[src/sv/twws_pkg.sv]
`timescale 1ns / 1ps
// twws_pkg: constants, state encoding and result layout for track_wind_wave_stats.
// No dependencies.
package twws_pkg;

	localparam int unsigned MAX_POINTS = 65536;
	localparam int unsigned CNT_W      = 17;
	localparam int unsigned SUM_W      = 32;
	localparam int unsigned SPEED_W    = 16;
	localparam int unsigned ANGLE_W    = 16;
	localparam int unsigned WAVE_W     = 12;
	localparam int unsigned DIV_W      = 33;
	localparam int unsigned STEP_W     = 6;

	localparam logic [CNT_W-1:0]   CNT_MAX      = CNT_W'(MAX_POINTS);
	localparam logic [ANGLE_W-1:0] ANGLE_FULL   = 16'd36000;
	localparam logic [ANGLE_W-1:0] ANGLE_HALF   = 16'd18000;
	localparam logic [ANGLE_W-1:0] ANGLE_UPWIND = 16'd6000;
	localparam logic [STEP_W-1:0]  DIV_LAST     = STEP_W'(DIV_W - 1);
	localparam logic [CNT_W-1:0]   SHARE_MAX    = 17'd65536;

	localparam int unsigned IN_DATA_W  = 64;
	localparam int unsigned OUT_DATA_W = 80;

	typedef enum logic [3:0] {
		ST_IDLE  = 4'b0001,
		ST_MEAN  = 4'b0010,
		ST_SHARE = 4'b0100,
		ST_OUT   = 4'b1000
	} state_t;

	// packed from the highest bit down; mean_wind lands in the lowest bits
	typedef struct packed {
		logic [CNT_W-1:0]   point_count;
		logic [CNT_W-1:0]   upwind_share;
		logic               wave_seen;
		logic [WAVE_W-1:0]  peak_wave;
		logic [SPEED_W-1:0] peak_wind;
		logic [SPEED_W-1:0] mean_wind;
	} result_t;

endpackage

[src/sv/track_wind_wave_stats.sv]
`timescale 1ns / 1ps
// track_wind_wave_stats: per-point wind/wave statistics over a track.
// An ordinary point is absorbed on acceptance, one transaction per cycle while the block is idle.
// A last point runs the divider for the mean, then for the share, then the output state, which
// registers the result; the next transaction is taken only once the block is back in idle.
// The span is set by one shared restoring divider (one quotient bit per cycle) run for mean and
// share. Input is not ready while the divider runs or a result waits. Async active-low reset.
// Depends on twws_pkg.
module track_wind_wave_stats (
	input  logic                             clk,
	input  logic                             arst_n,
	input  logic                             s_axis_tvalid,
	output logic                             s_axis_tready,
	// [15:0] wind_speed, [31:16] wind_direction, [47:32] course, [59:48] wave_height
	input  logic [twws_pkg::IN_DATA_W-1:0]   s_axis_tdata,
	input  logic                             s_axis_tlast,
	output logic                             m_axis_tvalid,
	input  logic                             m_axis_tready,
	// [15:0] mean_wind, [31:16] peak_wind, [43:32] peak_wave, [44] wave_seen,
	// [61:45] upwind_share, [78:62] point_count
	output logic [twws_pkg::OUT_DATA_W-1:0]  m_axis_tdata
);

	twws_pkg::state_t state_q;

	logic [twws_pkg::SUM_W-1:0]   sum_q;
	logic [twws_pkg::SPEED_W-1:0] speed_peak_q;
	logic [twws_pkg::WAVE_W-1:0]  wave_peak_q;
	logic                         wave_flag_q;
	logic [twws_pkg::CNT_W-1:0]   upwind_q;
	logic [twws_pkg::CNT_W-1:0]   points_q;

	logic [twws_pkg::DIV_W-1:0]   dq_q;
	logic [twws_pkg::CNT_W-1:0]   rem_q;
	logic [twws_pkg::STEP_W-1:0]  step_q;
	logic [twws_pkg::SPEED_W-1:0] mean_q;
	logic [twws_pkg::CNT_W-1:0]   share_q;
	twws_pkg::result_t            res_q;
	logic                         out_valid_q;

	logic [twws_pkg::SPEED_W-1:0] speed;
	logic [twws_pkg::ANGLE_W-1:0] dir, cog, diff, dmod, dfold;
	logic [twws_pkg::WAVE_W-1:0]  wave;
	logic                         upwind;
	logic                         accept;
	logic [twws_pkg::SUM_W:0]     sum_ext;
	logic [twws_pkg::SUM_W-1:0]   sum_nxt;
	logic [twws_pkg::CNT_W-1:0]   upwind_nxt, points_nxt;

	logic [twws_pkg::CNT_W:0]     trial;
	logic                         ge;
	logic [twws_pkg::CNT_W:0]     trial_sub;
	logic [twws_pkg::CNT_W-1:0]   rem_nxt;
	logic [twws_pkg::DIV_W-1:0]   dq_nxt;
	logic                         div_done;
	logic                         out_free;

	assign speed = s_axis_tdata[15:0];
	assign dir   = s_axis_tdata[31:16];
	assign cog   = s_axis_tdata[47:32];
	assign wave  = s_axis_tdata[59:48];

	assign s_axis_tready = (state_q == twws_pkg::ST_IDLE);
	assign accept        = s_axis_tvalid && s_axis_tready;

	always_comb begin
		diff  = (dir > cog) ? (dir - cog) : (cog - dir);
		dmod  = (diff >= twws_pkg::ANGLE_FULL) ? (diff - twws_pkg::ANGLE_FULL) : diff;
		dfold = (dmod > twws_pkg::ANGLE_HALF) ? (twws_pkg::ANGLE_FULL - dmod) : dmod;
		upwind = (dfold < twws_pkg::ANGLE_UPWIND);
	end

	always_comb begin
		sum_ext    = {1'b0, sum_q} + {{(twws_pkg::SUM_W + 1 - twws_pkg::SPEED_W){1'b0}}, speed};
		sum_nxt    = sum_ext[twws_pkg::SUM_W] ? '1 : sum_ext[twws_pkg::SUM_W-1:0];
		points_nxt = (points_q < twws_pkg::CNT_MAX) ? (points_q + 1'b1) : points_q;
		upwind_nxt = (upwind && (upwind_q < twws_pkg::CNT_MAX)) ? (upwind_q + 1'b1) : upwind_q;
	end

	// shared restoring divider step, divisor is the point count
	always_comb begin
		trial     = {rem_q, dq_q[twws_pkg::DIV_W-1]};
		ge        = (trial >= {1'b0, points_q});
		trial_sub = trial - {1'b0, points_q};
		rem_nxt   = ge ? trial_sub[twws_pkg::CNT_W-1:0] : trial[twws_pkg::CNT_W-1:0];
		dq_nxt    = {dq_q[twws_pkg::DIV_W-2:0], ge};
		div_done  = (step_q == twws_pkg::DIV_LAST);
	end

	assign out_free = !out_valid_q || m_axis_tready;

	always_ff @(posedge clk or negedge arst_n) begin
		if (!arst_n) begin
			state_q      <= twws_pkg::ST_IDLE;
			sum_q        <= '0;
			speed_peak_q <= '0;
			wave_peak_q  <= '0;
			wave_flag_q  <= 1'b0;
			upwind_q     <= '0;
			points_q     <= '0;
			step_q       <= '0;
			out_valid_q  <= 1'b0;
		end else begin
			if (out_valid_q && m_axis_tready && (state_q != twws_pkg::ST_OUT)) begin
				out_valid_q <= 1'b0;
			end
			case (state_q)
				twws_pkg::ST_IDLE: begin
					if (accept) begin
						sum_q    <= sum_nxt;
						upwind_q <= upwind_nxt;
						points_q <= points_nxt;
						if (speed > speed_peak_q) begin
							speed_peak_q <= speed;
						end
						if (wave != '0) begin
							wave_flag_q <= 1'b1;
						end
						if (wave > wave_peak_q) begin
							wave_peak_q <= wave;
						end
						if (s_axis_tlast) begin
							step_q  <= '0;
							state_q <= twws_pkg::ST_MEAN;
						end
					end
				end
				twws_pkg::ST_MEAN: begin
					step_q <= div_done ? '0 : step_q + 1'b1;
					if (div_done) begin
						state_q <= twws_pkg::ST_SHARE;
					end
				end
				twws_pkg::ST_SHARE: begin
					step_q <= div_done ? '0 : step_q + 1'b1;
					if (div_done) begin
						state_q <= twws_pkg::ST_OUT;
					end
				end
				twws_pkg::ST_OUT: begin
					if (out_free) begin
						out_valid_q  <= 1'b1;
						sum_q        <= '0;
						speed_peak_q <= '0;
						wave_peak_q  <= '0;
						wave_flag_q  <= 1'b0;
						upwind_q     <= '0;
						points_q     <= '0;
						state_q      <= twws_pkg::ST_IDLE;
					end
				end
				default: begin
					state_q <= twws_pkg::ST_IDLE;
				end
			endcase
		end
	end

	// divider datapath and result payload
	always_ff @(posedge clk) begin
		case (state_q)
			twws_pkg::ST_IDLE: begin
				dq_q  <= {1'b0, sum_nxt};
				rem_q <= '0;
			end
			twws_pkg::ST_MEAN: begin
				if (div_done) begin
					mean_q <= (|dq_nxt[twws_pkg::DIV_W-1:twws_pkg::SPEED_W]) ?
						'1 : dq_nxt[twws_pkg::SPEED_W-1:0];
					dq_q   <= {upwind_q, {twws_pkg::SPEED_W{1'b0}}};
					rem_q  <= '0;
				end else begin
					dq_q  <= dq_nxt;
					rem_q <= rem_nxt;
				end
			end
			twws_pkg::ST_SHARE: begin
				if (div_done) begin
					share_q <= (dq_nxt > {{(twws_pkg::DIV_W - twws_pkg::CNT_W){1'b0}},
						twws_pkg::SHARE_MAX}) ? twws_pkg::SHARE_MAX :
						dq_nxt[twws_pkg::CNT_W-1:0];
				end
				dq_q  <= dq_nxt;
				rem_q <= rem_nxt;
			end
			twws_pkg::ST_OUT: begin
				if (out_free) begin
					res_q.mean_wind    <= mean_q;
					res_q.peak_wind    <= speed_peak_q;
					res_q.peak_wave    <= wave_peak_q;
					res_q.wave_seen    <= wave_flag_q;
					res_q.upwind_share <= share_q;
					res_q.point_count  <= points_q;
				end
			end
			default: begin
				rem_q <= '0;
			end
		endcase
	end

	assign m_axis_tvalid = out_valid_q;
	assign m_axis_tdata  = {1'b0, res_q};

endmodule

[config.mk]
export PLATFORM = sky130hd
export DESIGN_NAME = track_wind_wave_stats
export DESIGN_NICKNAME = d
export VERILOG_FILES = /design/src/sv/twws_pkg.sv /design/src/sv/track_wind_wave_stats.sv
export SDC_FILE = /design/constraint.sdc
export NUM_CORES = 1
export LEC_CHECK = 0
export BUFFER_PORTS_ARGS = -buffer_cell sky130_fd_sc_hd__buf_2
export CAP_MARGIN = 20
export CORE_MARGIN = 5
export CORE_UTILIZATION = 52
export DETAILED_ROUTE_END_ITERATION = 10
export GPL_ROUTABILITY_DRIVEN = 0
export PLACE_DENSITY = 0.83
export SLEW_MARGIN = 15
export SYNTH_ARGS = -nofsm -noshare
export SYNTH_HDL_FRONTEND = slang
export SYNTH_SLANG_ARGS = --single-unit
[constraint.sdc]
create_clock -name clk -period 13 [get_ports clk]
set_input_delay 3.9 -clock clk [delete_from_list [all_inputs] [get_ports clk]]
set_output_delay 3.9 -clock clk [all_outputs]
set_load 0.02 [all_outputs]
==> impl_results.md, run 1 <==
* Slew Viols, Final at 0
* Post-CTS setup buffer count at 0
* Vias per cell at around 6
* DRT antenna net count at 0
* DRC errors left at 0
* Buf/Inv on CP at 2
* Power Total at ~3000 µW
* Crit-path max FO at 23
* Combinational fraction of design power at 31.9%
* TNS Setup at 0 ps
* HP Start: share_q[1]
* Final setup violation count at 0
* Simple-Gate Fraction of Synth Area at ~15%
* Worst hold slack at 414 ps
* CTS resizes at 0
* Largest net degree at the start of global routing at 78
* Power share of the clock group at about 28%
* Worst Setup End Kind: flop
* WHS Path Cells at 0
* Die height at 185 µm
* Net Sw Power at between 1000 and 1500 µW
* Initial antenna violation count at 3
* CP dominant cell by count: a21oi_1
* CTS sink count at 268
* Root Driver: clkbuf_16
* Tmin final at just under 10000 ps
* Crit path max-delay cell type: xor2_1
* Startpoint types: primary input
* Reg2Reg Depth at 20
* Synth Area per Inst at slightly below 10 µm²
* Clk_skew at 19.6 ps
* Fillers at roughly 2500
* Synthesis-stage register bit count at 268
* RSZ-0062 raised after global routing: false
* Syn Nets at 1799
* GR Overflow Total at 0
* Hold Path Class: reg2reg
* Fin nets at 1915
* Xor/xnor share of the synthesized area at 3.34%
* Die Width at around 190 µm
* Worst VDD drop at 0.0879 mV
* Status: finished clean
* First-pass GRT wire length at 60.7 mm
* Synthesized instance count at between 1500 and 2000
* Fin. Hold Viols at 0
* WP data arrival at 10250 ps
* Async set-reset flop share out of synthesis at 39.6%
* Cell area after synthesis at 0.0159 mm²
* Cell Pwr Density at 167 mW/mm²
* Sw frac at about 35%
* Worst slew margin at between 30% and 40%
* R2R Setup Slk at 8080 ps
* Worst Hold Path EP: m_axis_tdata[46]
* P_leak at around 0.0076 µW
* Post-synthesis compound-gate area fraction at 19.5%
* IO Count at 151
* Distinct cells, synth at 93
* Critical path's top delay family: compound AO/OA/AOI/OAI gates
* Iteration-0 DRC Markers at 1165
* Slowest stage delay, CP at 780 ps
* Clk buf depth at 3
* Share of post-route cells with drive strength above 1 at 13.9%
* Max-capacitance violation count at 0
* Worst r2r src: sum_q[0]
* Hold Buf Count CTS at 0
* 1st-pass router iterations at 6
* CTS tree: done
* Top cell type's share of synthesized area at 30.5%
* Starting Density at 52.4%
* Synth Area in Adders at just over 8%
* Layout area overhead at 12.5%
* PortBufs at between 100 and 150
* GRT Resource Usage Total at 21.0%
* Most common cell after layout, fill and taps aside: edfxtp_1
* Number of enable flip-flop cells after synthesis at 162
* Reg2reg end: dq_q[2]
* Detailed placement HPWL at 26.5 mm
* Fmax at 0.102 GHz
* Core area at 0.0304 mm²
* Req. time, crit path at 13460 ps
* Register area share after synthesis at 47.2%
* Total wire length at ~37 mm
* Cell internal pwr at between 1500 and 2000 µW
* Clock transition at path regs at 60 ps
* Most frequent cells in the layout: 162 x edfxtp_1, 144 x buf_2, 138 x nand2_1
* Post-synthesis mux area share at under 10%
* Prevailing post-synth register cell: edfxtp_1
* Site Rows at 64
* Die Area at 0.0342 mm²
* Dominant cells by area after synthesis: edfxtp_1 31%, dfrtp_1 16%, ha_1 7.5%, o21ai_0 4.3%, a21oi_1 3.8%
* Crit-path cells: buf_2, inv_1, ha_1, a21oi_1, o21ai_1, a221o_1, o21ai_2, a32o_1, xor2_1, a41oi_1, a21oi_1, nand3_1, a41o_1, nor4_2, mux2i_1, nand4_2, o21ai_4, nand2_2, a31oi_1
* Slew @ Worst Pin at 975 ps
* Main combinational cell family by area after synthesis: compound AO/OA/AOI/OAI gates
* Num CTS Buffers at 26
* Largest area contributor in the netlist: edfxtp_1
* Via count at 13000
* Htree depth at 1
* Clk_lat worst skew at around 540 ps
* Vias in the first global route at 12600
* Ys Warns at 0
* Share of the cycle needed by the critical path after routing at 75.3%
* Reg power frac at 40.5%
* Wire per inst at 17.1 µm
* Critical path type: in2reg
[Yosys cell counts, types with 6 or more instances]
cell      instances
edfxtp_1        162
nand2_1         138
inv_1           137
o21ai_0         136
a21oi_1         120
nor2_1          113
dfrtp_1         105
ha_1             96
nand3_1          63
clkbuf_1         48
xnor2_1          41
nor3_1           32
a21o_1           24
a31oi_1          24
nand4_1          24
and2_1           23
or3_1            23
o21a_1           19
mux2i_1          17
xor2_1           16
and3_1           14
buf_2            14
nor4_1           14
nor2b_1          12
o31ai_1          11
a22oi_1          10
o211ai_1         10
o31a_1            9
a21boi_0          8
a221o_1           8
o21ai_1           8
o21bai_1          8
a211oi_1          7
nor4b_1           7
or2_2             7
a211o_1           6
and4_1            6
o211a_1           6
[metrics by stage]
step	utilization, %	worst slack, ps	instance area [µm²]	cells
after floorplan	-	4620	15900	1630
after global placement	55.7	2950	17000	2113
after detailed placement	55.7	2820	17000	2113
after CTS	58.8	3370	17900	2160
after global routing	58.9	2750	17900	2161
final	58.9	3210	17900	2162
[layout make-up]
type | instances | area (µm²) | area share [%]
Timing Repair Buffer | 161 | 868 | 4.84
Multi-Input combinational cell | 1150 | 7580 | 42.3
Antenna cell | 1 | 2.50 | 0.0140
Clock inverter | 14 | 258 | 1.44
Tap cell | 396 | 495 | 2.76
Sequential cell | 268 | 7520 | 41.9
Clock buffer | 33 | 677 | 3.78
Inverter | 139 | 524 | 2.92
[worst max-delay path by stage]
stage,startpoint,endpoint,slack [ps],cells after the start
finish,s_axis_tdata[27],upwind_q[7],3210,19
global route,s_axis_tdata[27],upwind_q[12],2750,19
CTS,s_axis_tdata[27],upwind_q[7],3370,19
detailed placement,s_axis_tdata[27],upwind_q[7],2820,19
global placement,s_axis_tdata[27],upwind_q[10],2950,19
floorplan,s_axis_tdata[16],upwind_q[11],4620,21
[metal layers]
metal | share of wire [%] | vias to the layer above | GRT usage [%] | wire, µm
met5 | 0.12 | - | 0 | 44
met4 | 3.3 | 6 | 7.60 | 1220
met3 | 7.0 | 115 | 3.12 | 2570
met2 | 49 | 483 | 36.7 | 18200
met1 | 40 | 6190 | 26.6 | 14800
li1 | - | 6175 | - | -
[registers in the layout (all words and copies together) (netlist names), 16 cells and up]
register and cells:
m_axis_tdata 79, dq_q 33, sum_q 32, points_q 17, rem_q 17, share_q 17, upwind_q 17, mean_q 16
speed_peak_q 16
[power groups by stage]
stage / clock network (µW) / registers [µW] / logic (µW)
final: 829 / 1210 / 958
after global routing: 875 / 1230 / 1070
after CTS: 838 / 1210 / 945
after detailed placement: 0 / 1230 / 931
after global placement: 0 / 1220 / 889
after floorplan: 0 / 1170 / 732
[kinds of logic after synthesis]
group,Yosys count
simple gates,494
compound gates,476
flops,268
buf+inv,212
fa+ha+maj,100
xor+xnor,59
mux,20
other cells,1
(Power assumes the default switching activity.)
==> run 2, diff against run 1 <==
--- a/config.mk
+++ b/config.mk
@@ -11,7 +11,7 @@
 export CORE_UTILIZATION = 52
 export DETAILED_ROUTE_END_ITERATION = 10
 export GPL_ROUTABILITY_DRIVEN = 0
-export PLACE_DENSITY = 0.83
+export PLACE_DENSITY = 0.86
 export SLEW_MARGIN = 15
 export SYNTH_ARGS = -nofsm -noshare
 export SYNTH_HDL_FRONTEND = slang
==> constraint.sdc (replaced) <==
create_clock -name clk -period 8.5 [get_ports clk]
set_input_delay 2.55 -clock clk [delete_from_list [all_inputs] [get_ports clk]]
set_output_delay 2.55 -clock clk [all_outputs]
set_load 0.02 [all_outputs]
==> run 2 against run 1 <==
Compared with the run above: worst hold slack improved by 4.9 ps; clock skew decreased by 4.4 ps; sequential power increased by 54%; die area unchanged; core utilization down 0.15 points; worst setup slack got worse by 2500 ps; sequential share of layout area grew 0.11 points; register-to-register slack got worse by 4500 ps; clock power increased by 40%; non-clock buffer count is 5 higher; global-route usage grew 0.34 points; via count is 1.2% higher; critical endpoint is now upwind_q[4].
==> impl_results.md, run 2 (synthesis gave the netlist of run 1 again) <==
* Status: finished clean
* Multi-input logic area at ~0.0076 mm²
* Share of post-route cells with drive strength above 1 at 14.2%
* Site Rows at 64
* Sw frac at a little over a third
* Critical path type: in2reg
* Cells after DPL at 2118
* Worst VDD drop at 0.193 mV
* Via count at 13100
* Most common cell after layout, fill and taps aside: edfxtp_1
* Initial antenna violation count at 0
* Fin area at about 0.018 mm²
* Htree depth at 1
* Sequential cell area at 0.00752 mm²
* Slew @ Worst Pin at 1080 ps
* CP dominant cell by count: o21a_1
* Iteration-0 DRC Markers at approximately 1300
* Post-placement cell area at 0.0170 mm²
* Wire per inst at around 17 µm
* TNS Setup at 0 ps
* WP data arrival at 8250 ps
* Worst slew margin at about 28%
* Most frequent cells in the layout: 162 x edfxtp_1, 144 x buf_2, 138 x nand2_1
* RSZ-0062 raised after global routing: false
* Reg power frac at 41.3%
* Detailed placement HPWL at ~27 mm
* Starting Density at around 52%
* Net Sw Power at between 1500 and 2000 µW
* Startpoint types: primary input
* Clk_lat worst skew at 550 ps
* Root Driver: clkbuf_16
* Core area at 0.0304 mm²
* Tmin final at ~8000 ps
* Clk_skew at 15.2 ps
* Combinational fraction of design power at 32.9%
* Die Width at 185 µm
* Vias in the first global route at 12600
* Max FFs per register at 79
* Fmax at 0.128 GHz
* Fin. Hold Viols at 0
* Num CTS Buffers at 26
* Met1 Wirelength at 14.6 mm
* Clock transition at path regs at 70 ps
* Total wire length at 37.6 mm
* Cell internal pwr at about 2900 µW
* Max-capacitance violation count at 0
* Clk buf depth at 3
* Hold Buf Count CTS at 0
* Fillers at 2438
* Die Area at 0.0342 mm²
* Post-CTS setup buffer count at 0
* Metal3 WL at 2.90 mm
* Slowest stage delay, CP at 710 ps
* Post-Layout Cell Count at about 2200
* First-pass GRT wire length at 61.5 mm
* Hold Path Class: reg2reg
* IO Count at 151
* CTS tree: done
* P_leak at ~0.0075 µW
* Worst hold slack at 419 ps
* CTS sink count at 268
* GR Overflow Total at 0
* Worst Setup End Kind: flop
* Req. time, crit path at 8960 ps
* Slew Viols, Final at 0
* Layout area overhead at 12.2%
* Highest Signal Layer: met4
* Crit path max-delay cell type: xnor2_1
* Die height at 185 µm
* Final setup violation count at 0
* DRT antenna net count at 0
* Crit-path max FO at 13
* Largest net degree at the start of global routing at 79
* Crit-path cells: buf_2, inv_1, ha_1, nand4_1, o21ba_2, o21a_1, o21a_1, o31ai_4, xnor2_1, a211oi_1, o31ai_1, nand3_1, a211oi_2, o311ai_0, a22oi_1, nand4_2, o21ai_4, buf_4, o21ai_1, a31oi_1
* Share of the cycle needed by the critical path after routing at 91.6%
* DRC errors left at 0
* N_diodes at 0
* PortBufs at 145
* CTS resizes at 0
* 1st-pass router iterations at 6
* Cell Pwr Density at 252 mW/mm²
* Met2 WL post-DR at 18.9 mm
* Vias per cell at 6.06
* GRT Resource Usage Total at 21.4%
* Fin nets at between 1500 and 2000
* Power share of the clock group at 25.8%
run 2: final timing paths:
kind                            cells after the start              from  slack (ps)               end
max in group asynchronous                           3            arst_n        5500  speed_peak_q[10]
min in group asynchronous                           1            arst_n        1930       points_q[8]
worst max register to register                     20          sum_q[0]        3570           dq_q[3]
worst max-delay path                               20  s_axis_tdata[23]         710       upwind_q[4]
worst min-delay path                                0         mean_q[3]         420   m_axis_tdata[3]
worst min register to register                      0         mean_q[3]         420   m_axis_tdata[3]
run 2: final cells by class:
type / count / share of cell area (%)
sequential: 268 / 42.1
multi-input combinational: 1150 / 42.4
inverter: 139 / 2.93
tap: 396 / 2.77
timing repair buffer: 166 / 5.07
clock buffer: 33 / 3.79
clock inverter: 15 / 0.987
run 2: stage by stage:
stage          util, %  worst slack (ps)  power, µW
6_report          58.8               710       4500
5_1_grt           58.8               174       4770
4_1_cts           58.7               817       4490
3_5_place_dp      55.9               256       3320
3_3_place_gp      55.9               418       3230
2_1_floorplan        -              1470       2910
run 2: routing by layer:
layer	vias up	GRT usage, %
met5	-	0
met2	607	38.2
met1	6226	26.9
li1	6182	-
met3	113	2.77
met4	0	6.81
run 2: power groups by stage:
stage / clock network, µW / logic [µW] / registers, µW
4_1_cts: 1180 / 1460 / 1860
2_1_floorplan: 0 / 1120 / 1790
3_5_place_dp: 0 / 1440 / 1880
6_report: 1160 / 1480 / 1860
3_3_place_gp: 0 / 1360 / 1860
5_1_grt: 1230 / 1650 / 1890
run 2: worst max-delay path, delay by kind of cell:
family	cells	cell delay, ps
xor gates and xnor gates	1	710
AOI/OAI and AO/OA	12	3470
and+or+nand+nor	3	620
buffers and inverters	3	380
adders and majority gates	1	500
